**config.mk**
```make
export PLATFORM = sky130hd
export DESIGN_NAME = sha1_message_digest
export DESIGN_NICKNAME = d
export VERILOG_FILES = /design/src/hw/rtl/sha1_pkg.sv /design/src/hw/rtl/sha1_message_digest.sv /design/src/hw/rtl/sha1_sched.sv /design/src/hw/rtl/sha1_core.sv
export SDC_FILE = /design/constraint.sdc
export NUM_CORES = 2
export LEC_CHECK = 0
export ABC_AREA = 0
export BUFFER_PORTS_ARGS = -buffer_cell sky130_fd_sc_hd__clkbuf_2
export CORE_MARGIN = 4
export CORE_UTILIZATION = 45
export DETAILED_ROUTE_END_ITERATION = 6
export PLACE_DENSITY = 0.57
export SYNTH_ARGS = -nofsm -noshare
export SYNTH_HDL_FRONTEND = slang
export SYNTH_SLANG_ARGS = --single-unit
```
**constraint.sdc**
```tcl
create_clock -name clk -period 27 [get_ports clk]
set_input_delay 5.4 -clock clk [delete_from_list [all_inputs] [get_ports clk]]
set_output_delay 5.4 -clock clk [all_outputs]
set_load 0.03 [all_outputs]
```
**src/hw/rtl/sha1_pkg.sv**
```systemverilog
// ----------------------------------------------------------------------------
// SHA-1 shared package
// Types, constants and small functions used by the message schedule, the
// round datapath and the sequencer.
// ----------------------------------------------------------------------------
package sha1_pkg;

  // Initial chaining values.
  localparam logic [31:0] SHA1_H0 = 32'h67452301;
  localparam logic [31:0] SHA1_H1 = 32'hEFCDAB89;
  localparam logic [31:0] SHA1_H2 = 32'h98BADCFE;
  localparam logic [31:0] SHA1_H3 = 32'h10325476;
  localparam logic [31:0] SHA1_H4 = 32'hC3D2E1F0;

  // Round constants.
  localparam logic [31:0] SHA1_K0 = 32'h5A827999;
  localparam logic [31:0] SHA1_K1 = 32'h6ED9EBA1;
  localparam logic [31:0] SHA1_K2 = 32'h8F1BBCDC;
  localparam logic [31:0] SHA1_K3 = 32'hCA62C1D6;

  // Padding word that follows a message ending on a word boundary.
  localparam logic [31:0] SHA1_PAD_WORD = 32'h80000000;

  // Last round index of a block.
  localparam logic [6:0] SHA1_LAST_ROUND = 7'd79;

  // Index of the last digest word.
  localparam logic [2:0] SHA1_LAST_DIGEST = 3'd4;

  // Round function groups of twenty rounds each.
  typedef enum logic [1:0] {
    PH_CHOOSE,
    PH_PARITY_A,
    PH_MAJORITY,
    PH_PARITY_B
  } sha1_phase_t;

  // Control from the sequencer to the round datapath.
  typedef struct packed {
    logic        round_en;    // perform one round this cycle
    logic        round_first; // first round: take a..e from the chaining values
    sha1_phase_t phase;       // round function group
    logic        add_cv;      // fold the working words into the chaining values
    logic        load_iv;     // reload the initial chaining values
    logic [2:0]  sel;         // digest word shown at the output
  } sha1_core_ctrl_t;

  // Control from the sequencer to the message schedule.
  typedef struct packed {
    logic        push;   // shift in a message or padding word
    logic        shift;  // advance the schedule by one round
    logic [31:0] word;   // word to push
  } sha1_sched_ctrl_t;

  // Round function f(b, c, d).
  function automatic logic [31:0] sha1_f(sha1_phase_t ph, logic [31:0] b,
                                         logic [31:0] c, logic [31:0] d);
    logic [31:0] res;
    unique case (ph)
      PH_CHOOSE:   res = (b & c) | (~b & d);
      PH_MAJORITY: res = (b & c) | (b & d) | (c & d);
      default:     res = b ^ c ^ d;
    endcase
    return res;
  endfunction

  // Round constant for a group.
  function automatic logic [31:0] sha1_k(sha1_phase_t ph);
    logic [31:0] res;
    unique case (ph)
      PH_CHOOSE:   res = SHA1_K0;
      PH_PARITY_A: res = SHA1_K1;
      PH_MAJORITY: res = SHA1_K2;
      default:     res = SHA1_K3;
    endcase
    return res;
  endfunction

  // Final partial word: keep the message bytes and append the 0x80 byte.
  // A count of four never reaches this function.
  function automatic logic [31:0] sha1_tail_word(logic [31:0] data, logic [2:0] nb);
    logic [31:0] res;
    unique case (nb)
      3'd1:    res = {data[31:24], 24'h800000};
      3'd2:    res = {data[31:16], 16'h8000};
      3'd3:    res = {data[31:8], 8'h80};
      default: res = SHA1_PAD_WORD;
    endcase
    return res;
  endfunction

endpackage

```
**src/hw/rtl/sha1_message_digest.sv**
```systemverilog
// ----------------------------------------------------------------------------
// SHA-1 message digest
// Word-serial SHA-1 engine: sequencer, padding and length logic on top of
// the message schedule and the shared round datapath.
// ----------------------------------------------------------------------------
// Usage:
//   A message word is transferred at a rising edge where start is high and
//   busy is low. in_first_word starts a new message; in_last_word ends it,
//   with in_valid_bytes giving the message bytes held in that word.
//   A word that neither completes a block nor ends the message is pushed
//   into the schedule and busy stays low. A word that completes a block is
//   loaded, run through 80 rounds of the shared round adder at one round
//   per cycle, and then folded into the chaining values; busy stays high
//   meanwhile, so no new word is taken until that block is done.
//   After the last word the padding and the 64-bit length are pushed one
//   word per cycle, pausing for the rounds and the fold of each block
//   they complete (one or two blocks). The digest then appears as five
//   transfers on consecutive cycles, each marked by out_strobe, h0 first;
//   out_last_result marks h4. The receiver cannot stall; after the last
//   digest word busy falls and the engine has reloaded itself.
//   Reset loads the initial chaining values and clears the fill count and
//   the message length; it is synchronous and active low.
// ----------------------------------------------------------------------------
module sha1_message_digest
  import sha1_pkg::*;
(
  input  logic        clk,
  input  logic        rst_n,
  input  logic        start,
  output logic        busy,
  input  logic [31:0] in_data_word,
  input  logic [2:0]  in_valid_bytes,
  input  logic        in_first_word,
  input  logic        in_last_word,
  output logic        out_strobe,
  output logic [31:0] out_digest_word,
  output logic [2:0]  out_word_number,
  output logic        out_last_result
);

  typedef enum logic [2:0] {
    ST_IDLE,
    ST_ROUND,
    ST_ADD,
    ST_PAD,
    ST_OUT
  } state_t;

  state_t           state_r, state_nxt;
  logic [6:0]       rnd_r, rnd_nxt;
  logic [3:0]       fill_r, fill_nxt;
  logic [63:0]      len_r, len_nxt;
  logic             pad80_r, pad80_nxt;
  logic             lenhi_r, lenhi_nxt;
  logic             final_r, final_nxt;
  logic             tail_r, tail_nxt;
  logic [2:0]       cnt_r, cnt_nxt;

  logic             accept;
  logic [2:0]       nb;
  logic [63:0]      len_base;
  logic [63:0]      len_add;
  logic [31:0]      push_word;
  logic             push;
  logic             push_wrap;
  sha1_phase_t      phase;
  sha1_core_ctrl_t  core_ctrl;
  sha1_sched_ctrl_t sched_ctrl;
  logic [31:0]      w_head;
  logic [31:0]      digest;

  assign accept = start && (state_r == ST_IDLE);
  assign busy   = (state_r != ST_IDLE);

  // Byte count of the word, saturated to four and forced to four when not last.
  always_comb begin
    if (!in_last_word || in_valid_bytes > 3'd4) begin
      nb = 3'd4;
    end else begin
      nb = in_valid_bytes;
    end
  end

  // Running bit length; a first word restarts it.
  assign len_base = in_first_word ? 64'd0 : len_r;
  assign len_add  = {58'd0, nb, 3'b000};

  // Round function group from the round counter.
  always_comb begin
    priority if (rnd_r < 7'd20) begin
      phase = PH_CHOOSE;
    end else if (rnd_r < 7'd40) begin
      phase = PH_PARITY_A;
    end else if (rnd_r < 7'd60) begin
      phase = PH_MAJORITY;
    end else begin
      phase = PH_PARITY_B;
    end
  end

  // Sequencer.
  always_comb begin
    state_nxt = state_r;
    rnd_nxt   = rnd_r;
    fill_nxt  = fill_r;
    len_nxt   = len_r;
    pad80_nxt = pad80_r;
    lenhi_nxt = lenhi_r;
    final_nxt = final_r;
    tail_nxt  = tail_r;
    cnt_nxt   = cnt_r;
    push      = 1'b0;
    push_word = 32'd0;
    core_ctrl = '{round_en: 1'b0, round_first: 1'b0, phase: phase,
                  add_cv: 1'b0, load_iv: 1'b0, sel: cnt_r};

    unique case (state_r)
      ST_IDLE: begin
        if (accept) begin
          push    = 1'b1;
          len_nxt = len_base + len_add;
          core_ctrl.load_iv = in_first_word;
          if (in_last_word && nb != 3'd4) begin
            push_word = sha1_tail_word(in_data_word, nb);
          end else begin
            push_word = in_data_word;
          end
          pad80_nxt = in_last_word && (nb == 3'd4);
          tail_nxt  = in_last_word;
          fill_nxt  = (in_first_word ? 4'd0 : fill_r) + 4'd1;
          if (fill_nxt == 4'd0) begin
            state_nxt = ST_ROUND;
          end else if (in_last_word) begin
            state_nxt = ST_PAD;
          end
        end
      end

      ST_PAD: begin
        push = 1'b1;
        priority if (pad80_r) begin
          push_word = SHA1_PAD_WORD;
          pad80_nxt = 1'b0;
        end else if (lenhi_r) begin
          push_word = len_r[31:0];
          final_nxt = 1'b1;
        end else if (fill_r == 4'd14) begin
          push_word = len_r[63:32];
          lenhi_nxt = 1'b1;
        end else begin
          push_word = 32'd0;
        end
        fill_nxt = fill_r + 4'd1;
        if (fill_nxt == 4'd0) begin
          state_nxt = ST_ROUND;
        end
      end

      ST_ROUND: begin
        core_ctrl.round_en    = 1'b1;
        core_ctrl.round_first = (rnd_r == 7'd0);
        if (rnd_r == SHA1_LAST_ROUND) begin
          rnd_nxt   = 7'd0;
          state_nxt = ST_ADD;
        end else begin
          rnd_nxt = rnd_r + 7'd1;
        end
      end

      ST_ADD: begin
        core_ctrl.add_cv = 1'b1;
        priority if (final_r) begin
          cnt_nxt   = 3'd0;
          state_nxt = ST_OUT;
        end else if (tail_r) begin
          state_nxt = ST_PAD;
        end else begin
          state_nxt = ST_IDLE;
        end
      end

      ST_OUT: begin
        if (cnt_r == SHA1_LAST_DIGEST) begin
          core_ctrl.load_iv = 1'b1;
          len_nxt   = 64'd0;
          fill_nxt  = 4'd0;
          tail_nxt  = 1'b0;
          final_nxt = 1'b0;
          lenhi_nxt = 1'b0;
          pad80_nxt = 1'b0;
          cnt_nxt   = 3'd0;
          state_nxt = ST_IDLE;
        end else begin
          cnt_nxt = cnt_r + 3'd1;
        end
      end

      default: begin
        state_nxt = ST_IDLE;
      end
    endcase
  end

  assign push_wrap  = push && (fill_nxt == 4'd0);
  assign sched_ctrl = '{push: push, shift: core_ctrl.round_en, word: push_word};

  // State and registered control.
  always_ff @(posedge clk) begin
    if (!rst_n) begin
      state_r <= ST_IDLE;
      rnd_r   <= 7'd0;
      fill_r  <= 4'd0;
      len_r   <= 64'd0;
      pad80_r <= 1'b0;
      lenhi_r <= 1'b0;
      final_r <= 1'b0;
      tail_r  <= 1'b0;
      cnt_r   <= 3'd0;
    end else begin
      state_r <= state_nxt;
      rnd_r   <= rnd_nxt;
      fill_r  <= fill_nxt;
      len_r   <= len_nxt;
      pad80_r <= pad80_nxt;
      lenhi_r <= lenhi_nxt;
      final_r <= final_nxt;
      tail_r  <= tail_nxt;
      cnt_r   <= cnt_nxt;
    end
  end

  // Message schedule.
  sha1_sched u_sched (
    .clk    (clk),
    .ctrl   (sched_ctrl),
    .w_head (w_head)
  );

  // Round datapath and chaining values.
  sha1_core u_core (
    .clk    (clk),
    .rst_n  (rst_n),
    .ctrl   (core_ctrl),
    .w_in   (w_head),
    .digest (digest)
  );

  // Digest transfer, one word per cycle.
  assign out_strobe      = (state_r == ST_OUT) && !push_wrap;
  assign out_digest_word = digest;
  assign out_word_number = cnt_r;
  assign out_last_result = (cnt_r == SHA1_LAST_DIGEST);

endmodule

```
**src/hw/rtl/sha1_sched.sv**
```systemverilog
// ----------------------------------------------------------------------------
// SHA-1 message schedule
// Sixteen-word shift line that collects the block and then produces the
// expanded schedule word for each round at its head.
// ----------------------------------------------------------------------------
module sha1_sched
  import sha1_pkg::*;
(
  input  logic             clk,
  input  sha1_sched_ctrl_t ctrl,
  output logic [31:0]      w_head
);

  logic [31:0] sr_r [16];
  logic [31:0] expand;
  logic [31:0] expand_rot;

  // New schedule word from the fixed taps of the line.
  assign expand     = sr_r[13] ^ sr_r[8] ^ sr_r[2] ^ sr_r[0];
  assign expand_rot = {expand[30:0], expand[31]};
  assign w_head     = sr_r[0];

  // Shift the line on a push or on a round; the tail takes the new word.
  always_ff @(posedge clk) begin
    if (ctrl.push || ctrl.shift) begin
      for (int i = 0; i < 15; i++) begin
        sr_r[i] <= sr_r[i+1];
      end
      sr_r[15] <= ctrl.push ? ctrl.word : expand_rot;
    end
  end

endmodule

```
**src/hw/rtl/sha1_core.sv**
```systemverilog
// ----------------------------------------------------------------------------
// SHA-1 round datapath
// Holds the chaining values and the working words and performs one
// compression round per cycle while round_en is high, with a single shared round adder.
// ----------------------------------------------------------------------------
module sha1_core
  import sha1_pkg::*;
(
  input  logic            clk,
  input  logic            rst_n,
  input  sha1_core_ctrl_t ctrl,
  input  logic [31:0]     w_in,
  output logic [31:0]     digest
);

  logic [31:0] cv_r [5];
  logic [31:0] wk_r [5];
  logic [31:0] a, b, c, d, e;
  logic [31:0] t_sum;

  // The first round of a block starts from the chaining values.
  assign a = ctrl.round_first ? cv_r[0] : wk_r[0];
  assign b = ctrl.round_first ? cv_r[1] : wk_r[1];
  assign c = ctrl.round_first ? cv_r[2] : wk_r[2];
  assign d = ctrl.round_first ? cv_r[3] : wk_r[3];
  assign e = ctrl.round_first ? cv_r[4] : wk_r[4];

  // Shared round adder.
  assign t_sum = {a[26:0], a[31:27]} + sha1_f(ctrl.phase, b, c, d) + e
               + sha1_k(ctrl.phase) + w_in;

  // Working words.
  always_ff @(posedge clk) begin
    if (ctrl.round_en) begin
      wk_r[0] <= t_sum;
      wk_r[1] <= a;
      wk_r[2] <= {b[1:0], b[31:2]};
      wk_r[3] <= c;
      wk_r[4] <= d;
    end
  end

  // Chaining values.
  always_ff @(posedge clk) begin
    if (!rst_n || ctrl.load_iv) begin
      cv_r[0] <= SHA1_H0;
      cv_r[1] <= SHA1_H1;
      cv_r[2] <= SHA1_H2;
      cv_r[3] <= SHA1_H3;
      cv_r[4] <= SHA1_H4;
    end else if (ctrl.add_cv) begin
      for (int i = 0; i < 5; i++) begin
        cv_r[i] <= cv_r[i] + wk_r[i];
      end
    end
  end

  // Digest word selection.
  always_comb begin
    unique case (ctrl.sel)
      3'd0:    digest = cv_r[0];
      3'd1:    digest = cv_r[1];
      3'd2:    digest = cv_r[2];
      3'd3:    digest = cv_r[3];
      3'd4:    digest = cv_r[4];
      default: digest = cv_r[0];
    endcase
  end

endmodule
```
==> flow_metrics.env <==
export IMPL_clock_sinks=914
export IMPL_row_count=120
export IMPL_syn_nets=4624
export IMPL_hold_viol=0
export IMPL_drt_pass1_iterations=6
export IMPL_instances_no_fill=5800
export IMPL_coreArea_um2=107000
export IMPL_p_leak_nw=20.8
export IMPL_die_x_um=336
export IMPL_synth_area_leaders="edfxtp_1 51%, ha_1 5.5%, fa_1 5.1%, nand2_1 3.4%, dfxtp_1 3.4%"
export IMPL_clkTransAtPathRegs_ns=0.06
export IMPL_wl_per_cell_um=22.7
export IMPL_combPwrFrac_pct=50.2
export IMPL_synthCells=4248
export IMPL_final_area_um2=54000
export IMPL_slew_viol_final=0
export IMPL_tightest_slew_ns=1.27
export IMPL_max_stage_delay_ns=0.77
export IMPL_critPathCaptureType="output pin"
export IMPL_power_frac_clock_pct=17.6
export IMPL_place_congestion=0.933
export IMPL_clockBufferDepth=3
export IMPL_post_synth_instance_area_um2=48500
export IMPL_place_area_um2=50500
export IMPL_die_height_um=336
export IMPL_drv_cap=0
export IMPL_yosysWarningCount=0
export IMPL_grt_pass1_wl_mm=198
export IMPL_ys_flop_type="edfxtp_1"
export IMPL_cts_setup_buffers=0
export IMPL_crit_type="register to output pin"
export IMPL_yosys_area_top_type_share_pct=51.5
export IMPL_num_vias=33298
export IMPL_p_int_mw=4.85
export IMPL_p_seq_share_pct=32.2
export IMPL_drtAntennaViolNets=0
export IMPL_grt_overflow=0
export IMPL_area_growth_pct=11.2
export IMPL_io_pins=78
export IMPL_path_common_cell="buf_4"
export IMPL_ys_ff_latch=914
export IMPL_clock_latency_ns=0.71
export IMPL_grt_usage_pct=23.0
export IMPL_slowest_stage="or4_2"
export IMPL_rsz0062_at_grt="false"
export IMPL_async_reset_ff_share_pct=0
export IMPL_powerDensity_nw_per_um2=153
export IMPL_fin_tns_setup_ns=0
export IMPL_numPortBuffers=77
export IMPL_drc=0
export IMPL_synth_edf_count=832
export IMPL_clock_fmax_mhz=109
export IMPL_placedCellCount=5615
export IMPL_cts_resized=0
export IMPL_fin_crit_sh_pct=34.1
export IMPL_die_area_um2=113000
export IMPL_min_period_ns=9.21
export IMPL_start_util_pct=45.3
export IMPL_synth_seq_area_share_pct=54.8
export IMPL_crit_chain="inv_1 -> ha_2 -> buf_4 -> or4_2 -> buf_4 -> a31oi_1 -> clkbuf_2"
export IMPL_first_iter_violations=3267
export IMPL_place_hpwl_mm=93.0
export IMPL_cts_made_buffers=100
export IMPL_syn_area_per_cell_um2=11.4
export IMPL_crit_fanout=64
export IMPL_start_kind="register"
export IMPL_swShare_pct=41.3
export IMPL_critical_path_required_ns=21.60
export IMPL_antenna_found_initial=3
export IMPL_finalWirelength_mm=132
export IMPL_cts_hold_buffers_added=0
export IMPL_layout_drive_gt1_share_pct=7.46
export IMPL_slew_headroom_pct=15.6
export IMPL_irDropWorstVdd_uv=140
export IMPL_status="finished clean"
export IMPL_h_tree_depth=3
export IMPL_nNetsFinal=4690
export IMPL_synth_top_cell_by_area="edfxtp_1"
export IMPL_power_switching_mw=3.41
export IMPL_cts_tree="built"
export IMPL_synth_cell_type_count=89
export IMPL_cts_root_buf="clkbuf_16"
export IMPL_setup_violations=0
export IMPL_arrival_ns=3.81
export IMPL_viasPerCell=5.74
export IMPL_skew_ns=0.0479
export IMPL_hold_path_class="register to register"
export IMPL_grt_pass1_vias=31684
export IMPL_grt_max_degree=214
## cell families after synthesis
kind of cell	count (synthesis)	synth area share, %
compound gates	983	13.0
simple gates	1179	11.3
flops	914	54.8
fa+ha+maj	337	10.6
xor+xnor	247	4.46
mux	92	1.90
buf+inv	496	3.90
## layout by cell type, fill, tap and decap left out, drive strengths merged, types with 33 or more instances in the layout
master / netlist / layout
nor3: 54 / 54
inv: 337 / 343
nor2b: 41 / 41
clkbuf: 113 / 198
ha: 213 / 213
and3: 39 / 39
nand2: 446 / 446
buf: 43 / 43
edfxtp: 832 / 832
a21oi: 301 / 301
o21ai: 179 / 179
mux2i: 89 / 89
a31oi: 66 / 66
nor2: 319 / 319
clkinv: 3 / 33
a21o: 65 / 65
a211oi: 33 / 33
and2: 50 / 50
nand4: 35 / 35
dfxtp: 82 / 82
a22oi: 83 / 83
xnor2: 145 / 145
nand3: 91 / 91
xor2: 102 / 102
fa: 123 / 123
## sequential cells by signal, summed over array words and instances, names as in the netlist
register / cells
pad80_r: 1
out_word_number: 3
u_core.wk_r: 160
lenhi_r: 1
u_core.cv_r: 160
u_sched.sr_r: 512
rnd_r: 7
len_r: 61
fill_r: 4
final_r: 1
state_r: 3
tail_r: 1
## final timing paths
check,start,endpoint,slack (ns),depth (start not counted)
setup / recovery,out_word_number[2],out_digest_word[13],17.79,7
hold / removal,u_sched.sr_r[1][114],u_sched.sr_r[1][82],0.40,0
hold reg to reg,u_sched.sr_r[1][114],u_sched.sr_r[1][82],0.40,0
setup reg to reg,state_r[0],u_core.wk_r[0][30],17.96,25
## layout make-up
cell class                      instances  area (µm²)
Antenna cell                            1        2.50
Clock buffer                          121        2610
Clock inverter                         63         880
Fill cell                            9510       53100
Inverter                              340        1280
Multi-Input combinational cell       2838       20100
Sequential cell                       914       26600
Tap cell                             1403        1760
Timing Repair Buffer                  120         733
## synth_stat cells (10+ instances only)
cell type	number
o22ai_1	27
mux2i_1	89
a222oi_1	19
and2_1	50
o21bai_1	28
nand4_1	34
o21a_1	32
buf_1	19
and3_1	39
or3_1	11
o211ai_1	20
a21oi_1	301
nand2b_1	22
fa_1	123
nor4_1	15
a311oi_1	10
a221o_1	16
a22oi_1	83
nor3_1	53
o21ai_0	172
a21o_1	65
nor2_1	319
xor2_1	102
a211oi_1	33
xnor2_1	145
edfxtp_1	832
buf_2	23
nand2_1	446
a31oi_1	66
nor2b_1	41
dfxtp_1	82
ha_1	213
nand3_1	89
inv_1	336
clkbuf_1	113
## per-stage QoR
stage	power (mW)	util, %	hold slack (ns)	worst slack (ns)
after floorplan	5.80	-	0.400	8.88
after global placement	6.72	47.2	0.400	17.91
after detailed placement	6.78	47.2	0.405	17.87
after CTS	8.27	50.4	0.409	17.73
after global routing	8.85	50.4	0.410	17.37
final	8.26	50.4	0.403	17.79
## worst max-delay path: cells and delay by family, from the launching register on
family                     cells  cell delay [ns]
adders and majority gates      1             0.18
and+or+nand+nor                1             0.77
DFF                            1             0.49
AOI/OAI and AO/OA              1             0.55
buffers and inverters          4             1.05
## layer usage
metal  track usage, %  routed length, µm  vias to the layer above
met5                0                  0                        -
met4             6.06               3550                        0
met3             2.89               7370                      181
met2             35.6              59000                      999
met1             34.3              61700                    16536
li1                 -                  -                    15582
## power groups by stage
| stage | registers [mW] | logic (mW) | clock network [mW] |
|---|---|---|---|
| 2_1_floorplan | 2.73 | 3.07 | 0 |
| 3_3_place_gp | 2.67 | 4.05 | 0 |
| 3_5_place_dp | 2.68 | 4.10 | 0 |
| 4_1_cts | 2.66 | 4.13 | 1.49 |
| 5_1_grt | 2.71 | 4.60 | 1.54 |
| 6_report | 2.66 | 4.15 | 1.45 |
No activity file was read; power rests on OpenSTA's default activity.
